### src/upd_pkg.sv
// Shared types, codes and constants for the packet deframer.
package upd_pkg;

    // Defaults for the top-level parameters.
    localparam int PAYLOAD_DEPTH_DEF = 64;
    localparam int TICK_BITS_DEF     = 32;

    // Register widths and reset values.
    localparam int          CFG_INDEX_W     = 3;
    localparam int          CFG_DATA_W      = 32;
    localparam logic [7:0]  HEAD_FIRST_RST  = 8'd0;
    localparam logic [7:0]  HEAD_SECOND_RST = 8'd0;
    localparam logic [7:0]  TAIL_VALUE_RST  = 8'd0;
    localparam logic [5:0]  MAX_LENGTH_RST  = 6'd54;
    localparam logic [31:0] GAP_LIMIT_RST   = 32'd1000;

    // Register indexes of the configuration port.
    typedef enum logic [CFG_INDEX_W-1:0] {
        CFG_HEAD_FIRST  = 3'd0,
        CFG_HEAD_SECOND = 3'd1,
        CFG_TAIL_VALUE  = 3'd2,
        CFG_MAX_LENGTH  = 3'd3,
        CFG_GAP_LIMIT   = 3'd4
    } cfg_index_t;

    // Parser phases of the front part.
    typedef enum logic [3:0] {
        PH_HUNT0 = 4'd0,
        PH_HUNT1 = 4'd1,
        PH_LEN0  = 4'd2,
        PH_LEN1  = 4'd3,
        PH_TYPE  = 4'd4,
        PH_CMD   = 4'd5,
        PH_SEQ   = 4'd6,
        PH_DATA  = 4'd7,
        PH_SUM0  = 4'd8,
        PH_SUM1  = 4'd9,
        PH_TAIL  = 4'd10
    } phase_t;

    // States of the result sequencer in the back part.
    typedef enum logic [1:0] {
        BK_IDLE = 2'd0,
        BK_HEAD = 2'd1,
        BK_READ = 2'd2,
        BK_DATA = 2'd3
    } back_state_t;

    // Configuration register set.
    typedef struct packed {
        logic [7:0]  head_first;
        logic [7:0]  head_second;
        logic [7:0]  tail_value;
        logic [5:0]  max_length;
        logic [31:0] gap_limit;
    } upd_cfg_t;

    // One received byte transaction.
    typedef struct packed {
        logic [7:0]  rx_byte;
        logic [31:0] tick_stamp;
    } upd_in_t;

    // One result transaction.
    typedef struct packed {
        logic [7:0] frame_type;
        logic [7:0] frame_command;
        logic [7:0] frame_sequence;
        logic [5:0] payload_length;
        logic [7:0] payload_byte;
        logic       is_payload;
        logic       last;
    } upd_out_t;

    // Descriptor of a checked frame, passed from front to back.
    typedef struct packed {
        logic [7:0] frame_type;
        logic [7:0] frame_command;
        logic [7:0] frame_sequence;
        logic [5:0] payload_length;
        logic       bank;
    } upd_desc_t;

endpackage

### src/uart_packet_deframer.sv
// Top level of the packet deframer: configuration registers and part wiring.
//
// Channel   Ports                           Transaction
// rx_item   push, full, rx_item             push && !full
// result    empty, pop, result              pop && !empty
// config    cfg_we, cfg_index, cfg_data     cfg_we
//
// The front parser takes one byte per cycle while full is low and checks a frame
// as it arrives. A checked frame is drained by the back part: the header result
// takes descriptor pickup, then the output register; each payload result takes a
// payload RAM read, then the output register.
// Two frame buffers exist; full is high while both hold frames not yet drained.
// Reset clears control state and loads register defaults; the payload RAM
// needs no clearing pass since every entry is written before it is read.
module uart_packet_deframer
    import upd_pkg::*;
#(
    parameter int PAYLOAD_DEPTH = PAYLOAD_DEPTH_DEF,
    parameter int TICK_BITS     = TICK_BITS_DEF
)
(
    input  logic                   clk,
    input  logic                   rst_n,
    input  logic                   cfg_we,
    input  logic [CFG_INDEX_W-1:0] cfg_index,
    input  logic [CFG_DATA_W-1:0]  cfg_data,
    input  logic                   push,
    output logic                   full,
    input  upd_in_t                rx_item,
    output logic                   empty,
    input  logic                   pop,
    output upd_out_t               result
);

    localparam int AW = $clog2(PAYLOAD_DEPTH);

    upd_cfg_t  cfg_reg;
    logic      take;
    logic      mem_we;
    logic      mem_bank;
    logic [AW-1:0] mem_addr;
    logic [7:0]    mem_data;
    logic      desc_push;
    upd_desc_t push_desc;
    logic      q_full;
    logic      q_valid;
    upd_desc_t head;
    logic      desc_pop;
    logic      rd_en;
    logic      rd_bank;
    logic [AW-1:0] rd_addr;
    logic [7:0]    rd_data;

    // Configuration registers.
    always_ff @(posedge clk or negedge rst_n)
    begin
        if (!rst_n)
        begin
            cfg_reg.head_first  <= HEAD_FIRST_RST;
            cfg_reg.head_second <= HEAD_SECOND_RST;
            cfg_reg.tail_value  <= TAIL_VALUE_RST;
            cfg_reg.max_length  <= MAX_LENGTH_RST;
            cfg_reg.gap_limit   <= GAP_LIMIT_RST;
        end
        else if (cfg_we)
        begin
            case (cfg_index_t'(cfg_index))
                CFG_HEAD_FIRST:  cfg_reg.head_first  <= cfg_data[7:0];
                CFG_HEAD_SECOND: cfg_reg.head_second <= cfg_data[7:0];
                CFG_TAIL_VALUE:  cfg_reg.tail_value  <= cfg_data[7:0];
                CFG_MAX_LENGTH:  cfg_reg.max_length  <= cfg_data[5:0];
                CFG_GAP_LIMIT:   cfg_reg.gap_limit   <= cfg_data[31:0];
                default: ;
            endcase
        end
    end

    // Input is held off while both frame buffers wait for the back part.
    assign full = q_full;
    assign take = push && !q_full;

    upd_front #(
        .PAYLOAD_DEPTH (PAYLOAD_DEPTH),
        .TICK_BITS     (TICK_BITS)
    ) u_front (
        .clk       (clk),
        .rst_n     (rst_n),
        .cfg       (cfg_reg),
        .take      (take),
        .in_item   (rx_item),
        .mem_we    (mem_we),
        .mem_bank  (mem_bank),
        .mem_addr  (mem_addr),
        .mem_data  (mem_data),
        .desc_push (desc_push),
        .desc      (push_desc)
    );

    upd_payload_ram #(
        .PAYLOAD_DEPTH (PAYLOAD_DEPTH)
    ) u_ram (
        .clk     (clk),
        .wr_en   (mem_we),
        .wr_bank (mem_bank),
        .wr_addr (mem_addr),
        .wr_data (mem_data),
        .rd_en   (rd_en),
        .rd_bank (rd_bank),
        .rd_addr (rd_addr),
        .rd_data (rd_data)
    );

    upd_frame_queue u_queue (
        .clk       (clk),
        .rst_n     (rst_n),
        .push_en   (desc_push),
        .push_desc (push_desc),
        .pop_en    (desc_pop),
        .q_full    (q_full),
        .q_valid   (q_valid),
        .head      (head)
    );

    upd_back #(
        .PAYLOAD_DEPTH (PAYLOAD_DEPTH)
    ) u_back (
        .clk        (clk),
        .rst_n      (rst_n),
        .desc_valid (q_valid),
        .desc       (head),
        .desc_pop   (desc_pop),
        .rd_en      (rd_en),
        .rd_bank    (rd_bank),
        .rd_addr    (rd_addr),
        .rd_data    (rd_data),
        .empty      (empty),
        .pop        (pop),
        .result     (result)
    );

endmodule

### src/upd_payload_ram.sv
// Two-bank payload store: one write port, one registered read port.
module upd_payload_ram
    import upd_pkg::*;
#(
    parameter int PAYLOAD_DEPTH = PAYLOAD_DEPTH_DEF,
    localparam int AW = $clog2(PAYLOAD_DEPTH)
)
(
    input  logic          clk,
    input  logic          wr_en,
    input  logic          wr_bank,
    input  logic [AW-1:0] wr_addr,
    input  logic [7:0]    wr_data,
    input  logic          rd_en,
    input  logic          rd_bank,
    input  logic [AW-1:0] rd_addr,
    output logic [7:0]    rd_data
);

    logic [7:0] mem [0:1][0:PAYLOAD_DEPTH-1];

    // Write port.
    always_ff @(posedge clk)
    begin
        if (wr_en)
        begin
            mem[wr_bank][wr_addr] <= wr_data;
        end
    end

    // Registered read port.
    always_ff @(posedge clk)
    begin
        if (rd_en)
        begin
            rd_data <= mem[rd_bank][rd_addr];
        end
    end

endmodule

### src/upd_front.sv
// Front part: byte parser with gap timeout, length, checksum and tail checks.
module upd_front
    import upd_pkg::*;
#(
    parameter int PAYLOAD_DEPTH = PAYLOAD_DEPTH_DEF,
    parameter int TICK_BITS     = TICK_BITS_DEF,
    localparam int AW = $clog2(PAYLOAD_DEPTH)
)
(
    input  logic          clk,
    input  logic          rst_n,
    input  upd_cfg_t      cfg,
    input  logic          take,
    input  upd_in_t       in_item,
    output logic          mem_we,
    output logic          mem_bank,
    output logic [AW-1:0] mem_addr,
    output logic [7:0]    mem_data,
    output logic          desc_push,
    output upd_desc_t     desc
);

    localparam int CW = (TICK_BITS > 32) ? TICK_BITS : 32;
    localparam logic [AW-1:0] LAST_ADDR = AW'(PAYLOAD_DEPTH - 1);

    phase_t phase_reg, phase_next, phase_eff;

    logic [TICK_BITS-1:0] prev_tick_reg, prev_tick_next;
    logic [7:0]  len_low_reg, len_low_next;
    logic [5:0]  len_reg, len_next;
    logic [7:0]  type_reg, type_next;
    logic [7:0]  cmd_reg, cmd_next;
    logic [7:0]  seq_reg, seq_next;
    logic [5:0]  count_reg, count_next;
    logic [AW-1:0] widx_reg, widx_next;
    logic [15:0] sum_reg, sum_next;
    logic [7:0]  sum_low_reg, sum_low_next;
    logic        bank_reg, bank_next;

    logic [TICK_BITS-1:0] now;
    logic [TICK_BITS-1:0] gap;
    logic        gap_over;
    logic [7:0]  b;
    logic [15:0] sum_add;
    logic [5:0]  count_inc;
    logic        len_ok;
    logic        sum_ok;
    logic        tail_ok;

    // Arrival gap, modulo the tick width, against the limit.
    assign b        = in_item.rx_byte;
    assign now      = TICK_BITS'(in_item.tick_stamp);
    assign gap      = now - prev_tick_reg;
    assign gap_over = CW'(gap) > CW'(cfg.gap_limit);
    assign phase_eff = gap_over ? PH_HUNT0 : phase_reg;

    // Shared checks.
    assign sum_add   = sum_reg + {8'd0, b};
    assign count_inc = count_reg + 6'd1;
    assign len_ok    = (b == 8'd0) && (len_low_reg <= {2'b00, cfg.max_length});
    assign sum_ok    = {b, sum_low_reg} == sum_reg;
    assign tail_ok   = b == cfg.tail_value;

    // Next phase.
    always_comb
    begin
        phase_next = phase_reg;
        if (take)
        begin
            case (phase_eff)
                PH_HUNT0: phase_next = (b == cfg.head_first) ? PH_HUNT1 : PH_HUNT0;
                PH_HUNT1:
                begin
                    if (b == cfg.head_second)
                    begin
                        phase_next = PH_LEN0;
                    end
                    else if (b != cfg.head_first)
                    begin
                        phase_next = PH_HUNT0;
                    end
                    else
                    begin
                        phase_next = PH_HUNT1;
                    end
                end
                PH_LEN0: phase_next = PH_LEN1;
                PH_LEN1: phase_next = len_ok ? PH_TYPE : PH_HUNT0;
                PH_TYPE: phase_next = PH_CMD;
                PH_CMD:  phase_next = PH_SEQ;
                PH_SEQ:  phase_next = (len_reg != 6'd0) ? PH_DATA : PH_SUM0;
                PH_DATA: phase_next = (count_inc == len_reg) ? PH_SUM0 : PH_DATA;
                PH_SUM0: phase_next = PH_SUM1;
                PH_SUM1: phase_next = sum_ok ? PH_TAIL : PH_HUNT0;
                PH_TAIL: phase_next = PH_HUNT0;
                default: phase_next = PH_HUNT0;
            endcase
        end
    end

    // Field capture, checksum, payload writes and frame hand-off.
    always_comb
    begin
        prev_tick_next = prev_tick_reg;
        len_low_next   = len_low_reg;
        len_next       = len_reg;
        type_next      = type_reg;
        cmd_next       = cmd_reg;
        seq_next       = seq_reg;
        count_next     = count_reg;
        widx_next      = widx_reg;
        sum_next       = sum_reg;
        sum_low_next   = sum_low_reg;
        bank_next      = bank_reg;
        mem_we         = 1'b0;
        desc_push      = 1'b0;
        if (take)
        begin
            prev_tick_next = now;
            case (phase_eff)
                PH_LEN0: len_low_next = b;
                PH_LEN1:
                begin
                    if (len_ok)
                    begin
                        len_next = len_low_reg[5:0];
                    end
                end
                PH_TYPE:
                begin
                    type_next = b;
                    sum_next  = {8'd0, b};
                end
                PH_CMD:
                begin
                    cmd_next = b;
                    sum_next = sum_add;
                end
                PH_SEQ:
                begin
                    seq_next   = b;
                    sum_next   = sum_add;
                    count_next = 6'd0;
                    widx_next  = '0;
                end
                PH_DATA:
                begin
                    mem_we     = 1'b1;
                    sum_next   = sum_add;
                    count_next = count_inc;
                    widx_next  = (widx_reg == LAST_ADDR) ? '0 : widx_reg + AW'(1);
                end
                PH_SUM0: sum_low_next = b;
                PH_TAIL:
                begin
                    if (tail_ok)
                    begin
                        desc_push = 1'b1;
                        bank_next = ~bank_reg;
                    end
                end
                default: ;
            endcase
        end
    end

    assign mem_bank = bank_reg;
    assign mem_addr = widx_reg;
    assign mem_data = b;

    assign desc.frame_type     = type_reg;
    assign desc.frame_command  = cmd_reg;
    assign desc.frame_sequence = seq_reg;
    assign desc.payload_length = len_reg;
    assign desc.bank           = bank_reg;

    // Control state.
    always_ff @(posedge clk or negedge rst_n)
    begin
        if (!rst_n)
        begin
            phase_reg     <= PH_HUNT0;
            prev_tick_reg <= '0;
            bank_reg      <= 1'b0;
            count_reg     <= 6'd0;
            widx_reg      <= '0;
            len_reg       <= 6'd0;
        end
        else
        begin
            phase_reg     <= phase_next;
            prev_tick_reg <= prev_tick_next;
            bank_reg      <= bank_next;
            count_reg     <= count_next;
            widx_reg      <= widx_next;
            len_reg       <= len_next;
        end
    end

    // Captured fields and checksum.
    always_ff @(posedge clk)
    begin
        len_low_reg <= len_low_next;
        type_reg    <= type_next;
        cmd_reg     <= cmd_next;
        seq_reg     <= seq_next;
        sum_reg     <= sum_next;
        sum_low_reg <= sum_low_next;
    end

endmodule

### src/upd_frame_queue.sv
// Two-entry queue of checked frame descriptors between front and back.
module upd_frame_queue
    import upd_pkg::*;
(
    input  logic      clk,
    input  logic      rst_n,
    input  logic      push_en,
    input  upd_desc_t push_desc,
    input  logic      pop_en,
    output logic      q_full,
    output logic      q_valid,
    output upd_desc_t head
);

    upd_desc_t  ent_reg [0:1];
    logic       wptr_reg, wptr_next;
    logic       rptr_reg, rptr_next;
    logic [1:0] count_reg, count_next;
    logic       do_push, do_pop;

    assign q_full  = count_reg == 2'd2;
    assign q_valid = count_reg != 2'd0;
    assign head    = ent_reg[rptr_reg];
    assign do_push = push_en && !q_full;
    assign do_pop  = pop_en && q_valid;

    // Pointer and occupancy update.
    always_comb
    begin
        wptr_next  = do_push ? ~wptr_reg : wptr_reg;
        rptr_next  = do_pop ? ~rptr_reg : rptr_reg;
        count_next = count_reg;
        if (do_push && !do_pop)
        begin
            count_next = count_reg + 2'd1;
        end
        else if (do_pop && !do_push)
        begin
            count_next = count_reg - 2'd1;
        end
    end

    always_ff @(posedge clk or negedge rst_n)
    begin
        if (!rst_n)
        begin
            wptr_reg  <= 1'b0;
            rptr_reg  <= 1'b0;
            count_reg <= 2'd0;
        end
        else
        begin
            wptr_reg  <= wptr_next;
            rptr_reg  <= rptr_next;
            count_reg <= count_next;
        end
    end

    // Entry storage.
    always_ff @(posedge clk)
    begin
        if (do_push)
        begin
            ent_reg[wptr_reg] <= push_desc;
        end
    end

endmodule

### src/upd_back.sv
// Back part: turns a frame descriptor into header and payload results.
module upd_back
    import upd_pkg::*;
#(
    parameter int PAYLOAD_DEPTH = PAYLOAD_DEPTH_DEF,
    localparam int AW = $clog2(PAYLOAD_DEPTH)
)
(
    input  logic          clk,
    input  logic          rst_n,
    input  logic          desc_valid,
    input  upd_desc_t     desc,
    output logic          desc_pop,
    output logic          rd_en,
    output logic          rd_bank,
    output logic [AW-1:0] rd_addr,
    input  logic [7:0]    rd_data,
    output logic          empty,
    input  logic          pop,
    output upd_out_t      result
);

    localparam logic [AW-1:0] LAST_ADDR = AW'(PAYLOAD_DEPTH - 1);

    back_state_t state_reg, state_next;
    logic [5:0]    cnt_reg, cnt_next;
    logic [AW-1:0] addr_reg, addr_next;
    logic          out_valid_reg, out_valid_next;
    upd_out_t      out_reg, out_next;

    logic       can_load;
    logic       load_head;
    logic       load_data;
    logic       data_last;
    logic [5:0] cnt_inc;

    assign can_load  = !out_valid_reg || pop;
    assign cnt_inc   = cnt_reg + 6'd1;
    assign data_last = cnt_inc == desc.payload_length;

    // Next state.
    always_comb
    begin
        state_next = state_reg;
        case (state_reg)
            BK_IDLE: state_next = desc_valid ? BK_HEAD : BK_IDLE;
            BK_HEAD:
            begin
                if (can_load)
                begin
                    state_next = (desc.payload_length == 6'd0) ? BK_IDLE : BK_READ;
                end
            end
            BK_READ: state_next = BK_DATA;
            BK_DATA:
            begin
                if (can_load)
                begin
                    state_next = data_last ? BK_IDLE : BK_READ;
                end
            end
            default: state_next = BK_IDLE;
        endcase
    end

    // State outputs.
    always_comb
    begin
        load_head = 1'b0;
        load_data = 1'b0;
        rd_en     = 1'b0;
        desc_pop  = 1'b0;
        cnt_next  = cnt_reg;
        addr_next = addr_reg;
        case (state_reg)
            BK_HEAD:
            begin
                if (can_load)
                begin
                    load_head = 1'b1;
                    desc_pop  = desc.payload_length == 6'd0;
                    cnt_next  = 6'd0;
                    addr_next = '0;
                end
            end
            BK_READ: rd_en = 1'b1;
            BK_DATA:
            begin
                if (can_load)
                begin
                    load_data = 1'b1;
                    desc_pop  = data_last;
                    cnt_next  = cnt_inc;
                    addr_next = (addr_reg == LAST_ADDR) ? '0 : addr_reg + AW'(1);
                end
            end
            default: ;
        endcase
    end

    assign rd_bank = desc.bank;
    assign rd_addr = addr_reg;

    // Output register: loaded from the sequencer, drained by pop.
    always_comb
    begin
        out_next       = out_reg;
        out_valid_next = out_valid_reg && !pop;
        if (load_head || load_data)
        begin
            out_next.frame_type     = desc.frame_type;
            out_next.frame_command  = desc.frame_command;
            out_next.frame_sequence = desc.frame_sequence;
            out_next.payload_length = desc.payload_length;
            out_next.payload_byte   = load_data ? rd_data : 8'd0;
            out_next.is_payload     = load_data;
            out_next.last           = load_data ? data_last
                                                : (desc.payload_length == 6'd0);
            out_valid_next          = 1'b1;
        end
    end

    assign empty  = !out_valid_reg;
    assign result = out_reg;

    always_ff @(posedge clk or negedge rst_n)
    begin
        if (!rst_n)
        begin
            state_reg     <= BK_IDLE;
            cnt_reg       <= 6'd0;
            addr_reg      <= '0;
            out_valid_reg <= 1'b0;
        end
        else
        begin
            state_reg     <= state_next;
            cnt_reg       <= cnt_next;
            addr_reg      <= addr_next;
            out_valid_reg <= out_valid_next;
        end
    end

    always_ff @(posedge clk)
    begin
        out_reg <= out_next;
    end

endmodule
### config.mk
export PLATFORM = sky130hd
export DESIGN_NAME = uart_packet_deframer
export DESIGN_NICKNAME = d
export VERILOG_FILES = /design/src/upd_pkg.sv /design/src/uart_packet_deframer.sv /design/src/upd_payload_ram.sv /design/src/upd_front.sv /design/src/upd_frame_queue.sv /design/src/upd_back.sv
export SDC_FILE = /design/constraint.sdc
export NUM_CORES = 2
export LEC_CHECK = 0
export BUFFER_PORTS_ARGS = -buffer_cell sky130_fd_sc_hd__clkbuf_2
export CORE_MARGIN = 2
export CORE_UTILIZATION = 60
export CTS_CLUSTER_DIAMETER = 30
export DETAILED_ROUTE_END_ITERATION = 10
export GPL_TIMING_DRIVEN = 0
export PLACE_DENSITY = 0.77
export SYNTH_ARGS = -nofsm -noshare
export SYNTH_HDL_FRONTEND = slang
export SYNTH_SLANG_ARGS = --single-unit
### constraint.sdc
create_clock -name clk -period 8.3 [get_ports clk]
set_clock_uncertainty 0.1 [all_clocks]
set_input_delay 0 -clock clk [delete_from_list [all_inputs] [get_ports clk]]
set_output_delay 0 -clock clk [all_outputs]
set_load 0.005 [all_outputs]
# After elaboration in Yosys (flattened, before gate mapping)
# Memories as Yosys holds them, arrays and structs flattened.
# Cells that the tools add are included.
# word_totals
reg_bits	240
ram_bits	1086
in_bits	80
out_inout_bits	42
n_memories	2
# mem_list
memory	words	word_bits	read_ports	rd_clocked_by_memory_dff	wr	line_no	text
u_ram.mem	2	512	1	0	1	upd_payload_ram.sv:20	logic [7:0] mem [0:1][0:PAYLOAD_DEPTH-1];
u_queue.ent_reg	2	31	1	0	1	upd_frame_queue.sv:15	upd_desc_t ent_reg [0:1];
# op_classes
add_sub_neg	8
magnitude_cmp	5
n_eq_ne	29
muxes	50
bitwise_logic	5
reduce_logical	43
# op_table
operator	count
512-bit 2-to-1 mux	1
8-bit binary-select mux with 6-bit select	1
8-bit demux with 6-bit select	1
6-bit one-hot mux with 2 select lines	4
4-bit one-hot mux with 10 select lines	1
32-bit greater-than comparator	1
16-bit one-hot mux with 2 select lines	1
32-bit subtractor	1
6-bit 2-to-1 mux	5
2-bit AND reduction	13
6-bit by 1-bit adder with 6-bit output, second input constant	4
8-bit equality test	3
8-bit 2-to-1 mux	3
4-bit 2-to-1 mux	5
1-bit 2-to-1 mux	19
16-bit by 8-bit adder with 16-bit output	1
16-bit equality test	1
4-bit by 3-bit equality test with 1-bit output, second input constant	4
7-bit >= comparator, second input constant	2
6-bit inverter with 7-bit output	2
4-bit equality test, second input constant	3
6-bit equality test	2
6-bit equality test, second input constant	2
2-bit 2-to-1 mux	6
other kinds (29)	54

# Logic depth before layout (Yosys ltp)
# depth
word_depth	11
depth_mapped	27
ltp_nobuf	25

# Modules after synthesis
# From an unflattened synthesis, not the netlist that was laid out.
# hier_totals
hier_cells	2854
area_unflattened_um2	54738.7
# modules_own_cells
module	instances	cells_each	area_each_um2	seq_area_each_um2
upd_payload_ram	1	1622	39665.5	30989.7
upd_front	1	840	7832.5	3057.9
upd_frame_queue	1	116	2591.2	1961.9
uart_packet_deframer	1	136	2526.2	1564.0
upd_back	1	140	2123.3	1576.5

# Least setup slack after synthesis
# Ideal clock, no wire load.
# synth_timing
path_type	flip-flop to flip-flop
start	reg u_front.prev_tick_reg[1]
end	mem u_queue.ent_reg[0][0] (netlist bit) (enable)
setup_time_ns	0.419
arrival_ns	5.974
t_required_ns	7.781
setup_slack_ns	1.806
path_stages_with_launch	23
synth_period_minus_slack_ns	6.494
cell_sequence	dfrtp_1 inv_1 ha_1 nor2b_1 o31a_1 o41a_1 a41oi_2 a21oi_1 or4b_1 a31o_1 a21oi_1 xnor2_1 ha_1 and4_1 nand3_1 nor4_4 nor3_1 a21oi_2 and2_1 buf_2 buf_4 nand3_1 nor2_1
# synth_between
elab_chain_cells	9
# synth_lines
item	line_no	text
start: declaration	upd_front.sv:28	logic [TICK_BITS-1:0] prev_tick_reg, prev_tick_next;
start signal: assignment	upd_front.sv:192	prev_tick_reg <= prev_tick_next;
32-bit subtractor	upd_front.sv:53	assign gap = now - prev_tick_reg;
32-bit greater-than comparator	upd_front.sv:54	assign gap_over = CW'(gap) > CW'(cfg.gap_limit);
4-bit 2-to-1 mux	upd_front.sv:55	assign phase_eff = gap_over ? PH_HUNT0 : phase_reg;
4-bit equality test	upd_front.sv:120	case (phase_eff)
1-bit 2-to-1 mux	upd_front.sv:120	
1-bit 2-to-1 mux	upd_front.sv:117	if (take)
1-bit logical AND	upd_frame_queue.sv:24	assign do_push = push_en && !q_full;
1-bit 2-to-1 mux	upd_frame_queue.sv:62	if (do_push)
1-bit 2-to-1 mux (not written as such)	upd_frame_queue.sv:64	ent_reg[wptr_reg] <= push_desc;
end: declaration	upd_frame_queue.sv:15	
# Every way passes these cells.

# Worst setup path after layout
# layout_timing
start	in rx_item[0] (netlist bit)
end	mem u_ram.mem[1][508] (netlist bit) (enable)
# layout_between
elab_chain_cells	8
# layout_lines
item	line_no	text
start: declaration	uart_packet_deframer.sv:29	input upd_in_t rx_item,
32-bit subtractor	upd_front.sv:53	
32-bit greater-than comparator	upd_front.sv:54	
4-bit 2-to-1 mux	upd_front.sv:55	
4-bit by 3-bit equality test with 1-bit output	upd_front.sv:120	
1-bit 2-to-1 mux	upd_front.sv:120	
1-bit 2-to-1 mux	upd_front.sv:117	
1-bit 2-to-1 mux	upd_payload_ram.sv:25	if (wr_en)
512-bit 2-to-1 mux (not written as such)	upd_payload_ram.sv:27	mem[wr_bank][wr_addr] <= wr_data;
end: declaration	upd_payload_ram.sv:20	
# Every way passes these cells.

==> metrics.md <==
| Metric | Value |
|---|---|
| WP data arrival | 8.65 ns |
| Post-synth top flop | edfxtp_1 |
| Routed len/inst | 31.7 um |
| Mapped cell area | 54,600 um^2 |
| Initial Utilization | 0.606 |
| Commonest cells post-synth | 1,190 x edfxtp_1, 209 x mux4_2, 179 x mux2i_1, 179 x nor2_1, 162 x o21ai_0 |
| Clock slew at reported path FFs | 0.05 ns |
| Via Count | 34,600 |
| Initial antenna violation count | 3 |
| Area delta synth->final | 22.8% |
| XOR/XNOR share of the synthesized area | 0.0167 |
| Largest register FFs | 1,024 |
| Top post-synthesis cells by area | edfxtp_1 65%, mux4_2 8.6%, dfrtp_1 5.8% |
| Final instance area | 67,100 um^2 |
| Simple-gate share of the synthesized area | 0.0434 |
| R2R Path Start | u_front.prev_tick_reg[0] |
| Worst Hold Launch | cfg_data[2] |
| Placed Area | 57,100 um^2 |
| RSZ-0062 raised after global routing | true |
| Root Buffer | clkbuf_16 |
| # nets final | 3,925 |
| Worst setup EP type | flop |
| Mux cell area share after synthesis | 0.134 |
| Count of endpoints failing hold in the final timing report | 0 |
| Final ANT Viol Nets | 0 |
| Mean Syn Cell Area | 17.2 um^2 |
| Max-cap viol count | 0 |
| Input/output buffers | 121 |
| Vias per Instance | 6.72 |
| Slew Limit Fails | 0 |
| I/O pin cnt | 122 |
| Number of synthesized register bits | 1,326 |
| Ys async rst share | 0.103 |
| Row cnt | 110 |
| Synth Area in Compound Gates | 0.0505 |
| Grt ovf | 0 |
| GR peak layer | met2 |
| Slew headroom | 0.0562 |
| Data required, critical path | 8.62 ns |
| Placer congestion estimate | 0.988 |
| Peak Freq | 0.120 GHz |
| Layout cells sized above 1 | 0.229 |
| Slew of the pin with the lowest slew margin | 1.40 ns |
| Total core area | 90,100 um^2 |
| Final Non-Filler Cells | 5,139 |
| Synth Area in Adders | 0.0195 |
| Die ar. | 93,500 um^2 |
| Post-synth cell types | 78 |
| Yosys top cell by area | edfxtp_1 |
| Final min period | 8.33 ns |
| Largest net degree at the start of global routing | 136 |
| Die W | 306 um |
| Synth warn | 0 |
| Clock buffer depth | 3 |
| Status | complete, but fails checks |
| Top cell type's share of synthesized area | 0.654 |
| Post-synth EDFFs | 1,190 |
| GR Util All Layers | 0.353 |
| TritonRoute pass-1 iters | 6 |
| Htree depth | 4 |
| Post-DP HPWL | 95,100 um |
| DRC | 0 |
| Post-synthesis sequential area ratio | 0.716 |
| Most common cell in the netlist | edfxtp_1 |
| Grt met3 use | 0.0883 |
| # placed instances | 4,494 |
| Critical Path Source Type | primary input |
| P per Cell Area | 340 nW/um^2 |
| Num CTS Buffers | 223 |
| Post-synth net total | 3,348 |
| WS Path Type | primary input to flop |
| Final period util | 1.00 |
| Clock latency on the worst-skew pair | 0.80 ns |
| Hold WS | 0.0622 ns |
| DRT Wirelength | 163,000 um |
| Die span in y | 306 um |
| Critical Path Start | rx_item[0] |
| Final WS setup | -0.0323 ns |
| Worst VDD drop | 0.236 mV |
| Pleak | 0.0231 uW |
| CP Max Fanout | 10 |
| CTS tree | built |
| Final setup viols | 20 |
| First-pass GRT wire length | 237,000 um |
| Vias in the first global route | 35,300 |
| Crit-path max cell delay | 0.88 ns |
| Tightest Hold Check Type | primary input to flop |
| Cells after synthesis | 3,184 |
| Iteration-0 DRC Markers | 5,364 |
| GR Util met2 | 0.556 |
| Failing checks | negative setup slack |
| M1 GR Usage | 0.454 |
| Clock sink total | 1,326 |
| Slowest-stage cell, CP | nor2_1 |
| Largest family of logic cells by synthesized area | multiplexers |
==> logic make-up (layout without fill, tap and decap cells) <==
kind of cell,Yosys count,in the layout
DFF,1326,1326
and+or+nand+nor,510,510
muxes,460,460
AOI/OAI and AO/OA,438,438
buffers and inverters,262,1037
xor gates and xnor gates,104,104
adders and majority gates,84,84
other,0,4
==> area by class of cell <==
class / count / area, um^2
antenna: 4 / 10.0
buffer: 164 / 713
clock buffer: 240 / 5730
clock inverter: 183 / 2080
fill: 4829 / 23100
inverter: 98 / 368
multi-input combinational: 1596 / 14500
sequential: 1326 / 39200
tap: 1176 / 1470
timing repair buffer: 352 / 3110
==> what timing repair did <==
| action | in CTS | in global routing |
|---|---|---|
| endpoints found under the setup margin | 0 | 334 |
| resized for setup | 0 | 2 |
| hold buffers | 209 | 0 |
| endpoints found under the hold margin | 756 | 0 |
| setup buffers | 0 | 8 |
==> cells in the final DEF (no fill, tap or decap), drive strengths merged, types with 10 or more instances in the layout <==
cell	Yosys	routed
edfxtp	1190	1190
clkbuf	88	449
mux4	209	209
dlygate4sd3	0	208
nor2	189	189
mux2i	179	179
o21ai	162	162
nand2	141	141
inv	98	133
dfrtp	126	126
buf	76	99
clkinv	0	88
a21oi	84	84
ha	82	82
mux2	72	72
xnor2	68	68
nand3	44	44
xor2	36	36
o22ai	35	35
bufinv	0	32
clkinvlp	0	28
o221ai	26	26
a211oi	24	24
nand4	22	22
nor3	22	22
a21o	21	21
and3	19	19
nor4	18	18
nor2b	17	17
nand2b	14	14
o21a	10	10
dfstp	10	10
o211ai	10	10
==> worst max-delay path: cells and delay by family <==
kind	cells	cell delay [ns]
xor+xnor	1	0.09
fa+ha+maj	3	0.90
simple gates	7	2.81
buf+inv	7	2.31
compound gates	8	2.52
==> metal layers <==
metal | vias to the layer above | wire [um] | share of wire
met4 | 0 | 9750 | 0.060
met1 | 17300 | 56900 | 0.35
met3 | 586 | 19200 | 0.12
met2 | 2854 | 76900 | 0.47
met5 | - | 0 | 0
li1 | 13800 | - | -
==> per-stage QoR <==
| step | power [uW] | utilization | setup TNS (ns) | setup slack (ns) |
|---|---|---|---|---|
| floorplan | 10900 | - | 0 | 1.81 |
| global placement | 12800 | 0.629 | 0 | 0.280 |
| detailed placement | 13000 | 0.633 | 0 | 0.354 |
| CTS | 22500 | 0.743 | 0 | 0.154 |
| global route | 23300 | 0.744 | -19.56 | -0.323 |
| finish | 22800 | 0.744 | -0.314 | -0.0323 |
==> power breakdown <==
part / internal [uW] / switching [uW] / total [uW]
Sequential: 7570 / 130 / 7700
Combinational: 2070 / 3550 / 5620
Clock: 6040 / 3440 / 9490
==> worst paths after layout <==
kind	endpoint	slack [ns]	cells past startpoint
setup / recovery	u_ram.mem[1][508]	-0.03	26
hold / removal	cfg_reg[34]	0.06	3
setup reg to reg	u_ram.mem[1][508]	0.09	22
hold reg to reg	u_queue.ent_reg[1][9]	0.34	0
max in group asynchronous	u_back.state_reg[1]	7.34	4
min in group asynchronous	u_front.prev_tick_reg[3]	0.23	4
No activity file was read; power rests on OpenSTA's default activity.
